--- src/rtl/fat_short_name_converter_assert.svh ---
// Assertion macros shared by the short name converter modules.
`ifndef FAT_SHORT_NAME_CONVERTER_ASSERT_SVH
`define FAT_SHORT_NAME_CONVERTER_ASSERT_SVH

`ifndef SYNTHESIS

`define FSN_ASSERT(lbl, prop, msg) \
  lbl: assert property (@(posedge clk) disable iff (!rst_n) (prop)) else $error(msg);

`define FSN_ASSERT_NEXT(lbl, ante, cons, msg) \
  lbl: assert property (@(posedge clk) disable iff (!rst_n) (ante) |=> (cons)) else $error(msg);

`else

`define FSN_ASSERT(lbl, prop, msg)

`define FSN_ASSERT_NEXT(lbl, ante, cons, msg)

`endif

`endif

--- src/rtl/fat_sn_pkg.sv ---
// Types, constants and helper functions of the FAT short name converter.
package fat_sn_pkg;

  localparam int NameBytes     = 11;
  localparam int BaseMax       = 8;
  localparam int ExtMax        = 3;
  localparam int MaxChars      = 12;
  localparam int QueueDepthDef = 2;

  localparam logic [7:0] DeletedMark  = 8'hE5;
  localparam logic [7:0] DeletedSubst = 8'h05;
  localparam logic [7:0] PadByte      = 8'h20;
  localparam logic [7:0] DotChar      = 8'h2E;

  typedef struct packed {
    logic [NameBytes-1:0][7:0] bytes;
    logic                      err;
  } name_rec_t;

  function automatic logic is_bad_char(input logic [7:0] c);
    logic bad;
    bad = (c <= PadByte);
    unique case (c)
      8'h22, 8'h2A, 8'h2B, 8'h2C, 8'h2E, 8'h2F, 8'h3A, 8'h3B,
      8'h3C, 8'h3D, 8'h3E, 8'h3F, 8'h5B, 8'h5C, 8'h5D, 8'h7C: bad = 1'b1;
      default: ;
    endcase
    return bad;
  endfunction

  function automatic logic [7:0] to_upper(input logic [7:0] c);
    return (c >= 8'h61 && c <= 8'h7A) ? c - 8'h20 : c;
  endfunction

endpackage

--- src/rtl/fat_sn_front.sv ---
// Front end: checks each name byte and builds the short name record.
`include "fat_short_name_converter_assert.svh"

module fat_sn_front
  import fat_sn_pkg::*;
(
  input  logic      clk,
  input  logic      rst_n,
  input  logic      in_valid,
  output logic      in_stall,
  input  logic [7:0] in_char_code,
  input  logic      in_end_of_name,
  input  logic      q_full,
  output logic      rec_push,
  output name_rec_t rec_data
);

  logic [NameBytes-1:0][7:0] buf_r, buf_nxt;
  logic [3:0] wp_r, wp_nxt;
  logic [3:0] cs_r, cs_nxt;
  logic [3:0] base_r, base_nxt;
  logic [2:0] ext_r, ext_nxt;
  logic       dot_r, dot_nxt;
  logic       fail_r, fail_nxt;

  logic       accept;
  logic       first;
  logic       store;
  logic [7:0] cc;

  assign in_stall = q_full;
  assign accept   = in_valid && !q_full;
  assign rec_push = accept && in_end_of_name;
  assign rec_data.bytes = buf_r;
  assign rec_data.err   = fail_r || (cs_r == 4'd0);
  assign first = (cs_r == 4'd0);

  always_comb begin
    buf_nxt  = buf_r;
    wp_nxt   = wp_r;
    cs_nxt   = cs_r;
    base_nxt = base_r;
    ext_nxt  = ext_r;
    dot_nxt  = dot_r;
    fail_nxt = fail_r;
    store    = 1'b0;
    cc       = in_char_code;
    if (accept && in_end_of_name) begin
      buf_nxt  = {NameBytes{PadByte}};
      wp_nxt   = '0;
      cs_nxt   = '0;
      base_nxt = '0;
      ext_nxt  = '0;
      dot_nxt  = 1'b0;
      fail_nxt = 1'b0;
    end else if (accept && !fail_r) begin
      if (cs_r >= 4'(MaxChars)) begin
        fail_nxt = 1'b1;
      end else begin
        cs_nxt = cs_r + 4'd1;
        if (first && in_char_code == DeletedMark) begin
          cc    = DeletedSubst;
          store = 1'b1;
        end else if (in_char_code == DotChar) begin
          if (first || dot_r) begin
            fail_nxt = 1'b1;
          end else begin
            dot_nxt = 1'b1;
            wp_nxt  = 4'(BaseMax);
          end
        end else if (is_bad_char(in_char_code)) begin
          fail_nxt = 1'b1;
        end else begin
          store = 1'b1;
        end
      end
      if (store) begin
        if (dot_r && ext_r >= 3'(ExtMax)) begin
          fail_nxt = 1'b1;
        end else if (!dot_r && base_r >= 4'(BaseMax)) begin
          fail_nxt = 1'b1;
        end else begin
          if (dot_r) begin
            ext_nxt = ext_r + 3'd1;
          end else begin
            base_nxt = base_r + 4'd1;
          end
          if (wp_r < 4'(NameBytes)) begin
            buf_nxt[wp_r] = to_upper(cc);
            wp_nxt        = wp_r + 4'd1;
          end
        end
      end
    end
  end

  always_ff @(posedge clk) begin
    if (!rst_n) begin
      buf_r  <= {NameBytes{PadByte}};
      wp_r   <= '0;
      cs_r   <= '0;
      base_r <= '0;
      ext_r  <= '0;
      dot_r  <= 1'b0;
      fail_r <= 1'b0;
    end else begin
      buf_r  <= buf_nxt;
      wp_r   <= wp_nxt;
      cs_r   <= cs_nxt;
      base_r <= base_nxt;
      ext_r  <= ext_nxt;
      dot_r  <= dot_nxt;
      fail_r <= fail_nxt;
    end
  end

  `FSN_ASSERT(a_front_len_bound, cs_r <= 4'(MaxChars) && ext_r <= 3'(ExtMax), "Name counters out of range.")

endmodule

--- src/rtl/fat_sn_queue.sv ---
// Short queue of finished name records between the front and back ends.
`include "fat_short_name_converter_assert.svh"

module fat_sn_queue
  import fat_sn_pkg::*;
#(
  parameter int DEPTH = QueueDepthDef
) (
  input  logic      clk,
  input  logic      rst_n,
  input  logic      push,
  input  name_rec_t push_data,
  input  logic      pop,
  output logic      full,
  output logic      not_empty,
  output name_rec_t head
);

  localparam int PtrW = $clog2(DEPTH);
  localparam int CntW = $clog2(DEPTH + 1);

  name_rec_t           mem_r [DEPTH];
  logic [PtrW-1:0]     wr_ptr_r, rd_ptr_r;
  logic [CntW-1:0]     count_r;
  logic                do_push, do_pop;

  assign full      = (count_r == CntW'(DEPTH));
  assign not_empty = (count_r != '0);
  assign head      = mem_r[rd_ptr_r];
  assign do_push   = push && !full;
  assign do_pop    = pop && not_empty;

  always_ff @(posedge clk) begin
    if (do_push) begin
      mem_r[wr_ptr_r] <= push_data;
    end
  end

  always_ff @(posedge clk) begin
    if (!rst_n) begin
      wr_ptr_r <= '0;
      rd_ptr_r <= '0;
      count_r  <= '0;
    end else begin
      if (do_push) begin
        wr_ptr_r <= (wr_ptr_r == PtrW'(DEPTH - 1)) ? '0 : wr_ptr_r + 1'b1;
      end
      if (do_pop) begin
        rd_ptr_r <= (rd_ptr_r == PtrW'(DEPTH - 1)) ? '0 : rd_ptr_r + 1'b1;
      end
      count_r <= count_r + CntW'(do_push) - CntW'(do_pop);
    end
  end

  `FSN_ASSERT(a_queue_no_overflow, !(push && full), "Name record pushed into a full queue.")
  `FSN_ASSERT(a_queue_no_underflow, !(pop && !not_empty), "Name record popped from an empty queue.")

endmodule

--- src/rtl/fat_sn_back.sv ---
// Back end: streams each name record out as 11 bytes or one error beat.
`include "fat_short_name_converter_assert.svh"

module fat_sn_back
  import fat_sn_pkg::*;
(
  input  logic       clk,
  input  logic       rst_n,
  input  logic       not_empty,
  input  name_rec_t  head,
  output logic       pop,
  output logic       out_valid,
  input  logic       out_stall,
  output logic [7:0] out_name_byte,
  output logic       out_is_last,
  output logic       out_name_error
);

  logic [3:0] idx_r;
  logic       valid_r;
  logic [7:0] byte_r;
  logic       last_r;
  logic       err_r;
  logic       load;
  logic       beat;
  logic       last;

  assign load = !valid_r || !out_stall;
  assign beat = load && not_empty;
  assign last = head.err || (idx_r == 4'(NameBytes - 1));
  assign pop  = beat && last;

  always_ff @(posedge clk) begin
    if (!rst_n) begin
      valid_r <= 1'b0;
      idx_r   <= '0;
    end else begin
      if (load) begin
        valid_r <= not_empty;
      end
      if (beat) begin
        idx_r <= last ? '0 : idx_r + 4'd1;
      end
    end
  end

  always_ff @(posedge clk) begin
    if (beat) begin
      byte_r <= head.err ? 8'h00 : head.bytes[idx_r];
      last_r <= last;
      err_r  <= head.err;
    end
  end

  assign out_valid      = valid_r;
  assign out_name_byte  = byte_r;
  assign out_is_last    = last_r;
  assign out_name_error = err_r;

  `FSN_ASSERT(a_back_err_beat, !(valid_r && err_r) || (last_r && byte_r == 8'h00), "Malformed error beat.")
  `FSN_ASSERT_NEXT(a_back_idx_wrap, pop, idx_r == 4'd0, "Byte index did not restart after a name.")

endmodule

--- src/rtl/fat_short_name_converter.sv ---
// A file name enters one byte per beat, followed by an end beat, at one beat per cycle with no
// stall unless the name queue is full. Each name yields 11 output beats (the padded, upper-case
// 8.3 name) or a single error beat, one per cycle unless out_stall holds the output register.
// Each finished record passes through the name queue and then the output register, and a
// two-entry name queue lets the next name enter while the previous one is still emitted.
// Top level of the FAT 8.3 short name converter.
module fat_short_name_converter
  import fat_sn_pkg::*;
#(
  parameter int QUEUE_DEPTH = QueueDepthDef
) (
  input  logic       clk,
  input  logic       rst_n,
  input  logic       in_valid,
  output logic       in_stall,
  input  logic [7:0] in_char_code,
  input  logic       in_end_of_name,
  output logic       out_valid,
  input  logic       out_stall,
  output logic [7:0] out_name_byte,
  output logic       out_is_last,
  output logic       out_name_error
);

  logic      q_full;
  logic      q_not_empty;
  logic      rec_push;
  logic      rec_pop;
  name_rec_t rec_data;
  name_rec_t rec_head;

  fat_sn_front u_front (
    .clk            (clk),
    .rst_n          (rst_n),
    .in_valid       (in_valid),
    .in_stall       (in_stall),
    .in_char_code   (in_char_code),
    .in_end_of_name (in_end_of_name),
    .q_full         (q_full),
    .rec_push       (rec_push),
    .rec_data       (rec_data)
  );

  fat_sn_queue #(
    .DEPTH (QUEUE_DEPTH)
  ) u_queue (
    .clk       (clk),
    .rst_n     (rst_n),
    .push      (rec_push),
    .push_data (rec_data),
    .pop       (rec_pop),
    .full      (q_full),
    .not_empty (q_not_empty),
    .head      (rec_head)
  );

  fat_sn_back u_back (
    .clk            (clk),
    .rst_n          (rst_n),
    .not_empty      (q_not_empty),
    .head           (rec_head),
    .pop            (rec_pop),
    .out_valid      (out_valid),
    .out_stall      (out_stall),
    .out_name_byte  (out_name_byte),
    .out_is_last    (out_is_last),
    .out_name_error (out_name_error)
  );

endmodule

--- config.mk ---
export PLATFORM = sky130hd
export DESIGN_NAME = fat_short_name_converter
export DESIGN_NICKNAME = d
export VERILOG_FILES = /design/src/rtl/fat_sn_pkg.sv /design/src/rtl/fat_sn_front.sv /design/src/rtl/fat_sn_queue.sv /design/src/rtl/fat_sn_back.sv /design/src/rtl/fat_short_name_converter.sv
export VERILOG_INCLUDE_DIRS = /design/src /design/src/rtl
export SDC_FILE = /design/constraint.sdc
export NUM_CORES = 1
export LEC_CHECK = 0
export BUFFER_PORTS_ARGS = -buffer_cell sky130_fd_sc_hd__buf_2
export CORE_AREA = 2 2 156 158
export CTS_CLUSTER_DIAMETER = 50
export DETAILED_ROUTE_END_ITERATION = 8
export DIE_AREA = 0 0 158 160
export GPL_TIMING_DRIVEN = 0
export HOLD_SLACK_MARGIN = 0.03
export PLACE_DENSITY = 0.75
export SLEW_MARGIN = 10
export SYNTH_ARGS = -nofsm -noshare
export SYNTH_HDL_FRONTEND = slang
export SYNTH_SLANG_ARGS = --single-unit
--- constraint.sdc ---
create_clock -name clk -period 11.7 [get_ports clk]
set_input_delay 0.585 -clock clk [delete_from_list [all_inputs] [get_ports clk]]
set_output_delay 0.585 -clock clk [all_outputs]
set_load 0.03 [all_outputs]
==> metrics.md, run 1 <==
| Metric | Value |
|---|---|
| Slew HR | `37.7%` |
| Flops & latches, synth | `between 300 and 400` |
| Setup WS pre-CTS | `about 8.2 ns` |
| P_leak | `approximately 5.0 nW` |
| Number of hold buffers added after CTS | `0` |
| N_diodes | `0` |
| Post-route ant nets | `0` |
| Max VDD drop | `about 0.00012 V` |
| Total Wirelength | `24.2 mm` |
| Crit path top cell by count | `ha_1` |
| Initial DRT Pass Iterations | `5` |
| Slowest CP cell | `clkbuf_1` |
| Num ports | `25` |
| Worst Path Arrival | `about 3.9 ns` |
| CP max stage delay | `slightly above 0.6 ns` |
| FP Rows | `57` |
| Worst r2r path cells | `13` |
| Final Non-Filler Cells | `1198` |
| Syn nets | `822` |
| Num CTS Buffers | `30` |
| Fmax | `about 290 MHz` |
| Synthesized area | `approximately 0.012 mm²` |
| Antenna violations before repair | `0` |
| Post-synth EDFFs | `188` |
| Routability cong. | `~0.84` |
| Core area | `approximately 0.024 mm²` |
| All-Layer GR Usage | `between 10% and 20%` |
| Final worst slack | `8.22 ns` |
| Hold WC Path Type | `primary input to register` |
| Dpl cells | `1143` |
| Average cell area after synthesis | `15.2 µm²` |
| Hold Path Stages | `3` |
| Finished Cell Area | `around 0.014 mm²` |
| Number of clock sinks | `between 300 and 400` |
| CTS H-Tree Depth | `1` |
| Final setup vio count | `0` |
| Filler instances | `roughly 1900` |
| WP data required | `12.14 ns` |
| DRT iter0 DRCs | `about 430` |
| CP Class | `register to register` |
| Die W | `roughly 160 µm` |
| Most common cell after layout, fill and taps aside | `edfxtp_1` |
| CP Capture Type | `register` |
| Worst-Margin Slew | `0.932 ns` |
| Async SR Flop Fraction | `0%` |
| Net Switching | `between 0.7 and 0.8 mW` |
| Area after DPL | `around 0.013 mm²` |
| Power Internal | `1.99 mW` |
| CTS tree | `built` |
| Share of cells above drive strength 1 | `between 20% and 30%` |
| Outcome | `finished, final reports clean` |
| Max Cap Viol | `0` |
| Pwr per Cell Area | `200 mW/mm²` |
| Setup TNS | `0 ns` |
| Reg clk slew, reported paths | `approximately 0.060 ns` |
| Post-CTS sizing | `0` |
| Area of the die | `0.0253 mm²` |
| CP Max Fanout | `10` |
| Most frequent cells in the layout | `188 x edfxtp_1, 115 x dfxtp_1, 77 x nor2_1` |
| Layout Skew | `~0.019 ns` |
| Sequential power share | `45.0%` |
| Final hold vios | `0` |
| Remaining Overflow, GRT | `0` |
| RSZ-0062 raised after global routing | `false` |
| Cells after synthesis | `~800` |
| Buffers on Ports | `20` |
| Area grow syn2layout | `13.0%` |
| Crit path launch type | `register` |
| Detailed-route DRC error count | `0` |
| DR WL/cell | `a little over 20 µm` |
| Clk Latency, worst-skew pair | `between 0.5 and 0.6 ns` |
| DR vias/cell | `roughly 5.6` |
| Global-route wire length before repair | `approximately 38 mm` |
| Final HPWL DP | `approximately 16 mm` |
| Switching Share | `a little over a quarter` |
| Flop2flop setup slack | `between 8 and 9 ns` |
| Die Height | `approximately 160 µm` |
| WHS | `a little over 0.3 ns` |
| Vias in the first global route | `approximately 6900` |
| Number of synthesis warnings | `0` |
| Postcts setup bufs | `0` |
| Post-layout util | `between 50% and 60%` |
| Fin nets | `between 800 and 900` |
| Synth Flop Type | `edfxtp_1` |
| Clk root buf | `clkbuf_16` |
| Clock Path Buffers | `3` |
| Final Cycle Share | `29.8%` |
| Pins Over Slew Limit | `0` |
| Distinct cells, synth | `68` |
| Power Total | `roughly 2.7 mW` |
| Final min period | `3.48 ns` |
| Worst path cell trace | `clkbuf_1 > clkbuf_1 > buf_2 > inv_1 > ha_1 > a21o_1 > and2_1 > ha_1 > inv_1 > ha_1 > xnor2_1 > xnor2_1 > and2_1` |
| Largest net degree at the start of global routing | `47` |
| Logic gate share of total power | `between 20% and 30%` |
| Register area share after synthesis | `about 66%` |
| Clock share of power | `about a third` |
| Starting Density | `50.8%` |
| Routed via count | `around 6700` |
==> synth_stat cells, types with 9 or more instances <==
library cell,n,area share [%]
buf_2,9,0.37
nand3_1,26,1.1
o21ai_1,11,0.46
o21ai_0,12,0.50
o211ai_1,13,0.81
inv_1,26,0.81
mux2i_1,59,4.9
nand2_1,28,0.87
mux2_2,9,0.84
edfxtp_1,188,47
nor2_1,78,2.4
ha_1,15,1.6
clkbuf_1,23,0.71
mux4_2,48,8.9
a21oi_1,16,0.66
dfxtp_1,115,19
==> flip-flops by register name, indices dropped and copies added, names as in the netlist, 2 cells and up, named ones only <==
signal and count:
u_queue.count_r 2, u_front.ext_r 3, u_front.cs_r 4, u_front.base_r 4, u_back.idx_r 4, u_back.out_name_byte 8, u_queue.mem_r 178, u_front.wp_r 4
u_front.rec_data 88
==> per-layer routing <==
layer	track usage, %	part of all wire [%]	vias to the layer above
li1	-	-	3125
met1	27.0	43	3403
met2	33.7	50	161
met3	2.44	4.4	49
met4	5.45	2.5	0
met5	0	0	-
==> logic make-up after synthesis <==
| family | synth area share (%) |
|---|---|
| flip-flops | 65.7 |
| adder cells (fa/ha/maj) | 1.55 |
| AND/OR/NAND/NOR | 6.86 |
| buffers and inverters | 2.94 |
| AO/OA/AOI/OAI | 7.42 |
| XOR/XNOR | 0.724 |
| multiplexers | 14.8 |
==> power groups by stage <==
stage / registers, mW / clock network (mW) / logic, mW
3_5_place_dp: 1.25 / 0 / 0.606
5_1_grt: 1.24 / 0.964 / 0.647
3_3_place_gp: 1.26 / 0 / 0.582
6_report: 1.23 / 0.910 / 0.598
4_1_cts: 1.23 / 0.922 / 0.611
2_1_floorplan: 1.29 / 0 / 0.403
==> final timing paths <==
path                                      startpoint                    to
worst max-delay path                 u_back.idx_r[0]    u_queue.count_r[1]
worst min-delay path                       out_stall      u_back.out_valid
worst max register to register       u_back.idx_r[0]    u_queue.count_r[1]
worst min register to register  u_front.rec_data[36]  u_queue.mem_r[0][36]
==> area by class of cell <==
cell class / instances / area [µm²] / area share [%]
clock buffer: 46 / 902 / 6.60
multi-input combinational: 420 / 3800 / 27.8
inverter: 27 / 101 / 0.742
sequential: 303 / 7950 / 58.2
timing repair buffer: 25 / 206 / 1.51
tap: 324 / 405 / 2.97
buffer: 44 / 254 / 1.86
clock inverter: 9 / 43.8 / 0.321
==> worst max-delay path, delay by kind of cell (launching register included) <==
| family | cells | cell delay [ns] |
|---|---|---|
| AND/OR/NAND/NOR | 2 | 0.35 |
| buffers and inverters | 5 | 1.61 |
| XOR/XNOR | 2 | 0.25 |
| flip-flops | 1 | 0.33 |
| AO/OA/AOI/OAI | 1 | 0.16 |
| adder cells (fa/ha/maj) | 3 | 0.68 |
Note: power is estimated with default switching activity, not from simulation.
==> run 2, diff against run 1 <==
ABC_AREA = 1   (was unset)
CORE_AREA = 2 2 155 157   (was 2 2 156 158)
DIE_AREA = 0 0 157 159   (was 0 0 158 160)
PLACE_DENSITY = 0.76   (was 0.75)
clock period = 3.4 ns   (was 11.7 ns; I/O delays follow)
==> run 2 against run 1 <==
Cell count grew 30%. Largest power group unchanged. Critical endpoint is now u_front.rec_data[46]. Maximum frequency grew 14%. Highest routed layer unchanged. Sequential share of layout area is essentially flat. Register-to-register slack lost 7.9 ns. Clock power grew to 3.5 times the previous value. Synthesized cell count grew 45%.
==> metrics.md, run 2 <==
| Metric | Value |
|---|---|
| Pwr per Cell Area | `around 710 mW/mm²` |
| Cells after synthesis | `roughly 1100` |
| Slew HR | `between 30% and 40%` |
| Most frequent cells in the layout | `188 x edfxtp_1, 178 x nand2_1, 129 x nor2_1` |
| Flops & latches, synth | `303` |
| Antenna violations before repair | `0` |
| Routed via count | `9249` |
| Number of clock sinks | `between 300 and 400` |
| Final setup vio count | `0` |
| WP data required | `about 3.8 ns` |
| All-Layer GR Usage | `about a quarter` |
| Pins Over Slew Limit | `0` |
| Max Cap Viol | `0` |
| Final hold vios | `0` |
| Most frequent cell after synthesis | `edfxtp_1` |
| Most instantiated cells after synthesis | `188 x edfxtp_1, 178 x nand2_1, 131 x nor2_1` |
| Worst r2r path cells | `8` |
| Post-synth EDFFs | `188` |
| Starting Density | `between 50% and 60%` |
| P_leak | `~4.7 nW` |
| Clock Path Buffers | `3` |
| DR WL/cell | `roughly 20 µm` |
| Synthesized area | `0.0120 mm²` |
| CP Class | `register to register` |
| N_diodes | `0` |
| Final Cycle Share | `~90%` |
| Area grow syn2layout | `14.1%` |
| Async SR Flop Fraction | `0%` |
| Power Total | `~9.8 mW` |
| Worst-Margin Slew | `around 1 ns` |
| Detailed-route DRC error count | `0` |
| Share of the synthesized area in the top cell type | `a little under half` |
| DR vias/cell | `~5.9` |
| Global-route wire length before repair | `about 48 mm` |
| Die Height | `159 µm` |
| Initial DRT Pass Iterations | `5` |
| Core area | `about 0.023 mm²` |
| RSZ-0062 raised after global routing | `false` |
| Crit path launch type | `register` |
| Hold Path Stages | `6` |
| Filler instances | `1868` |
| Syn nets | `1177` |
| CTS tree | `built` |
| Reg clk slew, reported paths | `approximately 0.06 ns` |
| Post-route ant nets | `0` |
| Area leader, netlist | `edfxtp_1` |
| Buffers on Ports | `24` |
| Remaining Overflow, GRT | `0` |
| Num ports | `25` |
| Share of cells above drive strength 1 | `around 8.5%` |
| Register area share after synthesis | `66.4%` |
| Most common cell after layout, fill and taps aside | `edfxtp_1` |
| Final HPWL DP | `20.2 mm` |
| Number of synthesis warnings | `0` |
| Vias in the first global route | `8794` |
| Clk Latency, worst-skew pair | `0.56 ns` |
| Setup TNS | `0 ns` |
| Fin nets | `roughly 1200` |
| Hold WC Path Type | `primary input to register` |
| DRT iter0 DRCs | `1233` |
| Outcome | `finished, final reports clean` |
| Area of the die | `between 0.02 and 0.025 mm²` |
| Worst Path Arrival | `about 3.5 ns` |
| Die W | `157 µm` |
| Distinct cells, synth | `35` |
| Top post-synthesis cells by area | `edfxtp_1 47%, dfxtp_1 19%, nand2_1 5.6%` |
| CTS H-Tree Depth | `1` |
| Final min period | `roughly 3 ns` |
| Max reg flops | `between 150 and 200` |
| CP Capture Type | `register` |
| Max VDD drop | `between 0.0003 and 0.0004 V` |
| FP Rows | `56` |
| Average cell area after synthesis | `10.4 µm²` |
| Num CTS Buffers | `31` |
| Total Wirelength | `about 31 mm` |
| CP Max Fanout | `10` |
| Largest net degree at the start of global routing | `30` |
| Synth Flop Type | `edfxtp_1` |
| Fmax | `roughly 330 MHz` |
| Routability cong. | `roughly 0.9` |
| Layout Skew | `about 0.010 ns` |
| Top reg by flops | `u_queue.mem_r` |
| Clk root buf | `clkbuf_16` |
[run 2: changes by cell type in the layout (fill, tap and decap cells not counted), moves of 10 or more]
cell      change
nand2_1     +150
clkbuf_1     +17
mux2i_1      -58
mux4_2       -48
inv_1        +14
nand3_1      +89
o21ai_1      -10
o221ai_1     +10
o21ai_0      +97
o22ai_1      +22
nor2_1       +52
a21oi_1      +90
[run 2: logic make-up (layout without fill, tap and decap cells)]
family                     count (synthesis)  in the layout  share of synthesized area (%)
and+or+nand+nor                          452            452                           16.0
DFF                                      303            303                           66.4
AOI/OAI and AO/OA                        271            271                           12.3
buffers and inverters                    105            200                           3.56
adders and majority gates                 15             15                           1.57
xor gates and xnor gates                   2              2                          0.146
muxes                                      1              1                         0.0836
[run 2: final timing paths]
kind | start | endpoint | slack [ns]
setup / recovery | u_queue.count_r[1] | u_front.rec_data[46] | 0.35
hold / removal | in_char_code[7] | u_front.dot_r | 0.1
setup reg to reg | u_queue.count_r[1] | u_front.rec_data[46] | 0.35
hold reg to reg | u_front.rec_data[17] | u_queue.mem_r[1][17] | 0.45
[run 2: cell type report]
cell class	count	area [µm²]	share of cell area (%)
tap	319	399	2.92
sequential	303	7950	58.2
timing repair buffer	37	310	2.27
clock inverter	20	133	0.970
clock buffer	38	832	6.09
buffer	58	250	1.83
inverter	47	176	1.29
multi-input combinational	741	3620	26.5
[run 2: power breakdown]
part | switching (mW) | internal [mW]
Clock | 1.37 | 1.81
Sequential | 0.101 | 4.17
Combinational | 1.73 | 0.573
Total | 3.21 | 6.55
[run 2: timing repair]
| action | CTS | global route |
|---|---|---|
| setup buffers | 0 | 0 |
| setup endpoints to repair | 0 | 15 |
| hold buffers | 7 | 0 |
| hold endpoints to repair | 11 | 0 |
| resized for setup | 0 | 1 |
[run 2: metrics by stage]
stage	std cells	util (%)	setup slack, ns	hold slack, ns	instance area, µm²
detailed placement	1498	54.5	0.263	0.440	12600
finish	1563	58.9	0.349	0.0964	13700
global placement	1492	53.9	-4.20	0.430	12500
global route	1563	58.9	0.179	0.120	13700
CTS	1563	58.9	0.161	0.0677	13700
floorplan	1149	-	-1.49	0.263	12000
[run 2: critical path: stages (launching register included)]
cell,delay (ns)
dfxtp_1,0.37
inv_1,0.07
o21ai_1,0.44
inv_1,0.29
nand2_1,0.32
nand2_1,0.34
inv_1,0.36
clkbuf_1,0.52
nand3_1,0.18
[run 2: routing by layer]
layer,up-vias,global-route usage [%],part of all wire [%]
met2,546,38.9,45
met1,4378,35.0,40
met3,99,4.71,11
met4,0,10.9,4.5
met5,-,0,0
li1,4226,-,-
